File: config.mk
export PLATFORM = sky130hd
export DESIGN_NAME = gwth_ctrl
export DESIGN_NICKNAME = d
export VERILOG_FILES = /design/src/rtl/growing_window_time_histogram_macros.svh /design/src/rtl/gwth_pkg.sv /design/src/rtl/gwth_ctrl.sv
export SDC_FILE = /design/constraint.sdc
export NUM_CORES = 1
export LEC_CHECK = 0
export BUFFER_PORTS_ARGS = -buffer_cell sky130_fd_sc_hd__buf_2
export CORE_AREA = 2 2 39 41
export CTS_BUF_LIST = sky130_fd_sc_hd__clkbuf_16
export DETAILED_ROUTE_END_ITERATION = 7
export DIE_AREA = 0 0 41 43
export PLACE_DENSITY = 0.31
export SYNTH_ARGS = -nofsm -noshare
export SYNTH_HDL_FRONTEND = slang
export SYNTH_SLANG_ARGS = --single-unit
File: constraint.sdc
create_clock -name aclk -period 1.2 [get_ports aclk]
set_input_delay 0.12 -clock aclk [delete_from_list [all_inputs] [get_ports aclk]]
set_output_delay 0.12 -clock aclk [all_outputs]
set_load 0.02 [all_outputs]
File: src/rtl/growing_window_time_histogram_macros.svh
// Assertion macros shared by the histogram block
`ifndef GROWING_WINDOW_TIME_HISTOGRAM_MACROS_SVH
`define GROWING_WINDOW_TIME_HISTOGRAM_MACROS_SVH

// same-cycle implication, disabled while reset is held
`define GWTH_ASSERT_IMP(label, clk, rst_n, ante, cons) \
    label: assert property (@(posedge clk) disable iff (!(rst_n)) (ante) |-> (cons)) \
        else $error("gwth: same-cycle check failed");

// next-cycle implication, disabled while reset is held
`define GWTH_ASSERT_NEXT(label, clk, rst_n, ante, cons) \
    label: assert property (@(posedge clk) disable iff (!(rst_n)) (ante) |=> (cons)) \
        else $error("gwth: next-cycle check failed");

`endif

File: src/rtl/gwth_pkg.sv
// Package: widths, operation codes and controller interface types for the histogram
`timescale 1ns / 1ps
package gwth_pkg;

    localparam int TIME_W        = 32;
    localparam int AMT_W         = 32;
    localparam int COUNT_W       = 64;
    localparam int LEN_W         = 11;
    localparam int DEPTH_DEFAULT = 1024;

    localparam logic OP_ADD   = 1'b0;
    localparam logic OP_QUERY = 1'b1;

    typedef struct packed {
        logic load;      // take the input item
        logic decide;    // work out window change for the held item
        logic clear_wr;  // write one zero of the cover sweep
        logic rd_en;     // read the addressed bin
        logic finish;    // write back and load the result register
    } ctl_cmd_t;

    typedef struct packed {
        logic need_clear;
        logic clear_last;
        logic out_free;
    } ctl_sts_t;

endpackage

File: src/rtl/gwth_ctrl.sv
// Controller state machine sequencing one item at a time
`timescale 1ns / 1ps
module gwth_ctrl (
    input  logic                aclk,
    input  logic                aresetn,
    input  logic                s_valid,
    output logic                s_ready,
    input  gwth_pkg::ctl_sts_t  sts,
    output gwth_pkg::ctl_cmd_t  cmd
);
    import gwth_pkg::*;

    localparam logic [2:0] ST_IDLE   = 3'd0;
    localparam logic [2:0] ST_DECIDE = 3'd1;
    localparam logic [2:0] ST_CLEAR  = 3'd2;
    localparam logic [2:0] ST_READ   = 3'd3;
    localparam logic [2:0] ST_MODIFY = 3'd4;

    logic [2:0] state_reg;
    logic [2:0] state_next;

    assign s_ready = (state_reg == ST_IDLE);

    always_comb begin
        state_next   = state_reg;
        cmd          = '0;
        unique case (state_reg)
            ST_IDLE: begin
                if (s_valid) begin
                    cmd.load   = 1'b1;
                    state_next = ST_DECIDE;
                end
            end
            ST_DECIDE: begin
                cmd.decide = 1'b1;
                state_next = sts.need_clear ? ST_CLEAR : ST_READ;
            end
            ST_CLEAR: begin
                cmd.clear_wr = 1'b1;
                if (sts.clear_last) begin
                    state_next = ST_READ;
                end
            end
            ST_READ: begin
                cmd.rd_en  = 1'b1;
                state_next = ST_MODIFY;
            end
            ST_MODIFY: begin
                // hold here while the previous result is still waiting
                if (sts.out_free) begin
                    cmd.finish = 1'b1;
                    state_next = ST_IDLE;
                end
            end
            default: begin
                state_next = ST_IDLE;
            end
        endcase
    end

    always_ff @(posedge aclk) begin
        if (!aresetn) begin
            state_reg <= ST_IDLE;
        end else begin
            state_reg <= state_next;
        end
    end

endmodule

Word level (Yosys, flattened, before mapping)

Index checks and enable logic that the tools add are counted.

Bits in registers: 3
Bits in latches: 0
Memory bits (writable): 0
Bits in read-only memories: 0
Bits of input ports: 6
Output and inout bits: 6
Word-level logic and storage cells: 22
Memories: 0

$add $sub $neg: 0
Multiply operators: 0
Div/mod/pow operators: 0
Magnitude comparators: 0
Equal/unequal tests: 7
Shifts and indexed selects: 0
Mux-type cells: 12
Bitwise gates (word level): 0
Reduce and logical (&&, ||, !) cells: 2

Operators with widths:

| kind                 | number |
|---|---|
| $pmux W3 S5          | 1 |
| $mux W3              | 3 |
| $mux W1              | 8 |
| $eq A3 B2 Y1 const B | 2 |
| $ne A2 B2 Y1 const B | 3 |
| $eq A3 B1 Y1 const B | 1 |
| $eq A3 B3 Y1 const B | 1 |
| $logic_not A3 Y1     | 1 |
| $reduce_and A3 Y1    | 1 |

Logic depth before layout (Yosys ltp)

Gate-level depths: netlist of run 1.

Depth in word-level cells: 3
Gate-level depth with buffers: 2
Depth with buffers taken out: 2

Worst setup path after synthesis of run 1

Ideal clock, no wire load.

Kind: reg-to-output
Start: register state_reg[0]
End: output cmd[4] in the netlist's numbering
Arrival time: 1227 ps
Data required time: 1080 ps
Path slack: -147 ps
Cell stages (with the launch flop): 3
Path buffers: 0
Cells stage by stage: dfxtp_1 nor3_1 and2_1

RTL lines:

| element                | line            | RTL |
|---|---|---|
| from (decl)            | gwth_ctrl.sv:19 | `logic [2:0] state_reg;` |
| from (signal assigned) | gwth_ctrl.sv:65 | `state_reg <= state_next;` |
| to (decl)              | gwth_ctrl.sv:9  | `output gwth_pkg::ctl_cmd_t cmd` |

==> results of run 1 <==
[path summary, 6_finish.rpt]
kind	startpoint	endpoint	cells after the start
max	state_reg[1]	cmd[4]	4
min	aresetn	state_reg[1]	2
max reg2reg	state_reg[1]	state_reg[0]	3
min reg2reg	state_reg[2]	state_reg[0]	2
[worst max-delay path: cells and delay by family (launching register included)]
family	cells	cell delay [ns]
DFF	1	0.34
buffers and inverters	2	0.22
and+or+nand+nor	2	0.31
[metrics by stage]
step | instance area [µm²] | total power, µW | setup TNS, ns
floorplan | 186 | 202 | 0
global route | 375 | 823 | -0.125
global placement | 262 | 244 | 0
detailed placement | 262 | 245 | 0
CTS | 347 | 783 | -0.0335
finish | 375 | 791 | -0.0160
[synthesized netlist by cell type (all sizes together)]
| master | count | share of area (%) |
|---|---|---|
| dfxtp | 3 | 33 |
| nand2 | 1 | 2.1 |
| nor4b | 1 | 4.8 |
| and3b | 1 | 5.5 |
| nor3b | 2 | 14 |
| o21a | 2 | 8.3 |
| and2 | 1 | 3.5 |
| o21ai | 1 | 2.8 |
| inv | 1 | 2.1 |
| o2111a | 1 | 6.2 |
| nor3 | 2 | 5.5 |
| mux2 | 1 | 8.3 |
| buf | 1 | 4.1 |
[cell type report]
class | count | area (µm²) | share of cell area, %
clock inverter | 1 | 3.75 | 1.00
tap | 16 | 20.0 | 5.33
sequential | 3 | 68.8 | 18.3
multi-input combinational | 13 | 124 | 33.0
clock buffer | 3 | 75.1 | 20.0
timing repair buffer | 13 | 80.1 | 21.3
inverter | 1 | 3.75 | 1.00
[per-layer routing]
layer  global-route usage [%]  share of wire (%)
met1                     7.40                 33
met2                     10.0                 55
met3                     3.14                6.9
met4                     8.00                4.2
met5                        0                  0
[cell usage in the layout (no fill, tap or decap), drive strengths merged]
cell	count
and2	1
and3b	1
buf	13
clkbuf	3
dfxtp	3
inv	2
mux2	1
nand2	1
nor3	2
nor3b	2
nor4b	1
o2111a	1
o21a	2
o21ai	1
[power groups by stage]
stage / logic [µW] / registers, µW / clock network, µW
detailed placement: 113 / 132 / 0
finish: 140 / 130 / 521
global route: 154 / 133 / 537
global placement: 113 / 132 / 0
floorplan: 73.5 / 129 / 0
CTS: 116 / 133 / 534
[cells by family (layout without fill, tap and decap cells)]
family | count (synthesis) | count (layout) | share of synthesized area [%]
AO/OA/AOI/OAI | 4 | 4 | 17.2
AND/OR/NAND/NOR | 8 | 8 | 35.2
buffers and inverters | 2 | 18 | 6.21
multiplexers | 1 | 1 | 8.27
flip-flops | 3 | 3 | 33.1
[timing repair]
| action | in CTS | in global routing |
|---|---|---|
| pin swaps | 0 | 2 |
| endpoints found under the setup margin | 5 | 4 |
| gates resized for setup | 4 | 6 |
| buffers inserted | 0 | 1 |
==> reports/metrics.cfg, run 1 <==
[floorplan]
ios = 12
die_h_um = 43
die_w_um = 41
start_util_pct = 13.1
core_area_um2 = 1380
rows = 14
die-area_um2 = 1760

[grt]
grt_overflow = 0
grt_pass1_vias = 208
grt_max_degree = 9
antenna_found_initial = 0
grt_pass1_wl_um = 807
grtUsageTotal_pct = 7.33

[cells_and_area]
fillers = 163
syn_to_final_growth_pct = 107
antenna_cells = 0
final_util_pct = 27.1
drive_gt1_share_pct = 73.5
instances_no_fill = 50
nets = 41
largest_reg_flops = 3

[place]
dp_slack_ns = 0.103
routabilityCongestion = 0.596
dp_hpwl_um = 365
dp.cells = 45
port_buffers = 11

[synthesis]
synthCells = 18
synth_area_per_cell_um2 = 10.1
ys_warn_count = 0
netlist_area_um2 = 181
ys_ff_latch = 3
netlist-cell-type-count = 13
synth_seq_area_share_pct = 33.1
syn-num-nets = 24

[min_path]
holdCritPathClass = input pin to flip-flop

[timing]
rsz0062_at_grt = true
relSlewSlack_pct = 82.0
post-route-period-util_pct = 101
finalClockSkew_ns = 0.000148
finalSetupViolCount = 1
max_freq_mhz = 822
setup_slack_ns = -0.0160
hold-worst-slack_ns = 0.137
worst_pin_slew_ns = 0.267
slew_viol_final = 0
hold_violations = 0
layout_min_cycle_time_ns = 1.22

[setup_path]
crit_path_top_delay_cell = dfxtp_4
cp.required_ns = 1.08
crit_path_frequent_cell = buf_6
worstPathArrival_ns = 1.10
crit_path_cell_trace = buf_6 > nor3_4 > and2_4 > buf_6
r2r_slack_ns = 0.09
crit_path_end_kind = output port
worst-path-max-fanout = 4
startpoint_type = flip-flop
criticalPathCategory = flip-flop to output port
max_stage_delay_ns = 0.34

[routing]
vias = 191
drtIter0Drc = 4
dr.pass1.iters = 4
drt_wl_total_um = 475
drc = 0
ant_nets = 0
drt-vias-per-instance = 3.82
wire_per_inst_um = 9.50

[power_and_ir_drop]
peakVddDrop_v = 0.000732
seq_power_share_pct = 16.5
swShare_pct = 21.9
switching_power_uw = 173
power.density_nw_per_um2 = 2110
total_leakage_power_uw = 0.000176
pwr-share-comb_pct = 17.7
p_clk_share_pct = 65.8
intPower_uw = 617

[clock_network]
clk_latency_ns = 0.22
cts_root_buf = clkbuf_16
cts_tree = yes
cts_sinks = 3
cts_hold_buf = 0
clkTransAtPathRegs_ns = 0.03
numCtsBuffers = 3
cts_buffer_depth = 2
cts_max_level = 1

[status]
violations = setup timing
outcome = complete, but fails checks

[job]
cap_violations = 0

Note: power is estimated with default switching activity, not from simulation.
==> run 2, diff against run 1 <==
- ABC_AREA: not set -> 1
- PLACE_DENSITY: 0.31 -> 0.32
==> run 2 against run 1 <==
  * Highest routed layer unchanged
  * First-iteration DRC count shrank 100%
  * The flow now finishes without violations
  * Routed wire length grew 12%
  * Worst setup slack gained 0.056 ns
  * Critical path depth shrank 1
  * Cell count grew 24%
  * Critical path type unchanged
  * Global-route usage shrank 0.51 points
  * Critical endpoint is now cmd[0]
  * Combinational power grew 24%
  * Area after synthesis grew 11%
  * Sequential power grew 9%
==> reports/metrics.cfg, run 2 <==
[synthesis]
yosys-top-cells-area = dfxtp_1, inv_1, nand3_1
ys.flop_type = dfxtp_1
syn-num-nets = 37  ; +54%
yosys.area.top_type = dfxtp_1
ys_warn_count = 0  ; unchanged
synth_common_cells = inv_1, nand3_1, dfxtp_1, nand2_1
ys_ff_latch = 3  ; unchanged
synth_top_area_share_pct = 29.8  ; -3.3 points
synth_seq_area_share_pct = 29.8  ; -3.3 points
synth_edf_count = 0  ; unchanged
synthCells = 31  ; +13
synth_area_per_cell_um2 = 6.50  ; -36%
synth-async-reset-ratio_pct = 0  ; unchanged
yosysMostFrequentCell = inv_1
netlist-cell-type-count = 12  ; -1
netlist_area_um2 = 201  ; +11%

[setup_path]
startpoint_type = flip-flop
cp.required_ns = 1.08  ; about the same
r2r_slack_ns = 0.28  ; +0.19 ns
worst-path-max-fanout = 6  ; +2
ff2ff_path_depth = 5  ; +2
critPathLaunch = state_reg[2]
critical_path.endpoint = cmd[0]
reg2reg_from = state_reg[1]
r2r-end = state_reg[0]
crit_path_end_kind = output port
worstPathArrival_ns = 1.04  ; -0.06 ns
criticalPathCategory = flip-flop to output port

[clock_network]
clkTransAtPathRegs_ns = 0.03  ; about the same
cts_buffer_depth = 2  ; unchanged
cts_tree = yes
clk_latency_ns = 0.22  ; about the same
cts_sinks = 3  ; unchanged
cts_root_buf = clkbuf_16
cts_max_level = 1  ; unchanged
numCtsBuffers = 3  ; unchanged
cts_hold_buf = 0  ; unchanged

[timing]
slew_viol_final = 0  ; unchanged
finalSetupViolCount = 0  ; -1
relSlewSlack_pct = 88.4  ; +6.4 points
max_freq_mhz = 862  ; +4.8%
layout_min_cycle_time_ns = 1.16  ; -0.0558 ns
setup_tns_ns = 0  ; +0.0160 ns
post-route-period-util_pct = 96.7  ; -4.7 points
hold_violations = 0  ; unchanged
rsz0062_at_grt = false
finalClockSkew_ns = 0.000212  ; +0.0000639 ns
hold-worst-slack_ns = 0.182  ; +0.0454 ns
worst_pin_slew_ns = 0.173  ; -0.0940 ns

[place]
port_buffers = 11  ; unchanged
dp_hpwl_um = 405  ; +11%
routabilityCongestion = 0.614  ; +3.0%

[routing]
drtIter0Drc = 0  ; -4
drc = 0  ; unchanged
drt-vias-per-instance = 3.68  ; -3.7%
drt_wl_total_um = 530  ; +12%
dr.pass1.iters = 1  ; -3
vias = 228  ; +19%
ant_nets = 0  ; unchanged
wire_per_inst_um = 8.55  ; -10%

[grt]
antenna_found_initial = 0  ; unchanged
grt_overflow = 0  ; unchanged
grt_max_degree = 8  ; -1
grtUsageTotal_pct = 6.82  ; -0.51 points
grt_pass1_wl_um = 724  ; -10%
grt_pass1_vias = 196  ; -5.8%

[job]
cap_violations = 0  ; unchanged

[floorplan]
die_w_um = 41  ; unchanged
die_h_um = 43  ; unchanged
ios = 12  ; unchanged
rows = 14  ; unchanged
die-area_um2 = 1760  ; unchanged
core_area_um2 = 1380  ; unchanged
start_util_pct = 14.6  ; +1.4 points

[cells_and_area]
syn_to_final_growth_pct = 82.6
antenna_cells = 0  ; unchanged
layout_common_cells = buf_2, inv_1, nand3_1
final_util_pct = 26.6  ; -0.54 points
nets = 53  ; +29%
drive_gt1_share_pct = 54.3  ; -19 points
largest_reg_flops = 3  ; unchanged
mostFrequentLayoutCell = buf_2

[min_path]
holdCritPathClass = input pin to flip-flop

[power_and_ir_drop]
power.density_nw_per_um2 = 2270  ; +7.9%
total_leakage_power_uw = 0.000215  ; +22%
peakVddDrop_v = 0.000780  ; +6.7%

[status]
outcome = finished clean

run 2: cell count changes after synthesis, moves of 2 or more:
cell and delta:
nand2_1 +2, nand3_2 +2, nor3_1 -2, nand3_1 +4
nor2_1 +2, nor3b_2 -2, inv_1 +9, a21oi_1 +2
o21a_1 -2
run 2: area by class of cell:
type	instances	area, µm²
Clock buffer	3	75.1
Clock inverter	1	3.75
Fill cell	170	1020
Inverter	10	37.5
Multi-Input combinational cell	17	105
Sequential cell	3	63.8
Tap cell	16	20.0
Timing Repair Buffer	12	62.6
run 2: timing repair:
| action | in CTS | in global routing |
|---|---|---|
| gates cloned | 0 | 0 |
| resized for setup | 2 | 3 |
| setup buffers | 1 | 0 |
| endpoints found under the setup margin | 3 | 4 |
| pin swaps | 1 | 0 |
run 2: critical path: stages (launching register included):
cell and delay (ns):
dfxtp_2 0.35, inv_2 0.08, nor4_2 0.19, buf_2 0.20
run 2: report_power, final:
group	internal [µW]	switching, µW
combinational	69.7	103
sequential	117	25.0
clock	430	91.0
total	617	219
run 2: cells by family (layout without fill, tap and decap cells):
group | after synthesis | after routing | synth area share [%]
AND/OR/NAND/NOR | 14 | 14 | 40.4
buffers and inverters | 11 | 26 | 22.4
AO/OA/AOI/OAI | 3 | 3 | 7.45
flip-flops | 3 | 3 | 29.8
run 2: per-stage QoR:
step	worst slack (ns)	total power (µW)	instances	instance area, µm²
2_1_floorplan	0.166	252	31	208
3_3_place_gp	0.166	302	57	275
3_5_place_dp	0.181	300	57	275
4_1_cts	0.0137	842	62	363
5_1_grt	0.00277	873	62	368
6_report	0.0399	836	62	368
run 2: routing by layer:
layer | up-vias | wire (µm) | track usage [%]
li1 | 124 | - | -
met1 | 93 | 227 | 6.41
met2 | 9 | 233 | 9.38
met3 | 2 | 42 | 3.14
met4 | 0 | 27 | 8.00
met5 | - | 0 | 0
run 2: worst min-delay path by stage:
| stage | slack (ns) | to | start | cells past startpoint |
|---|---|---|---|---|
| finish | 0.18 | state_reg[1] | aresetn | 3 |
| global route | 0.20 | state_reg[0] | sts[2] | 4 |
| CTS | 0.19 | state_reg[1] | aresetn | 3 |
| detailed placement | 0.42 | state_reg[1] | aresetn | 3 |
| global placement | 0.43 | state_reg[2] | aresetn | 3 |
| floorplan | 0.29 | state_reg[1] | aresetn | 2 |
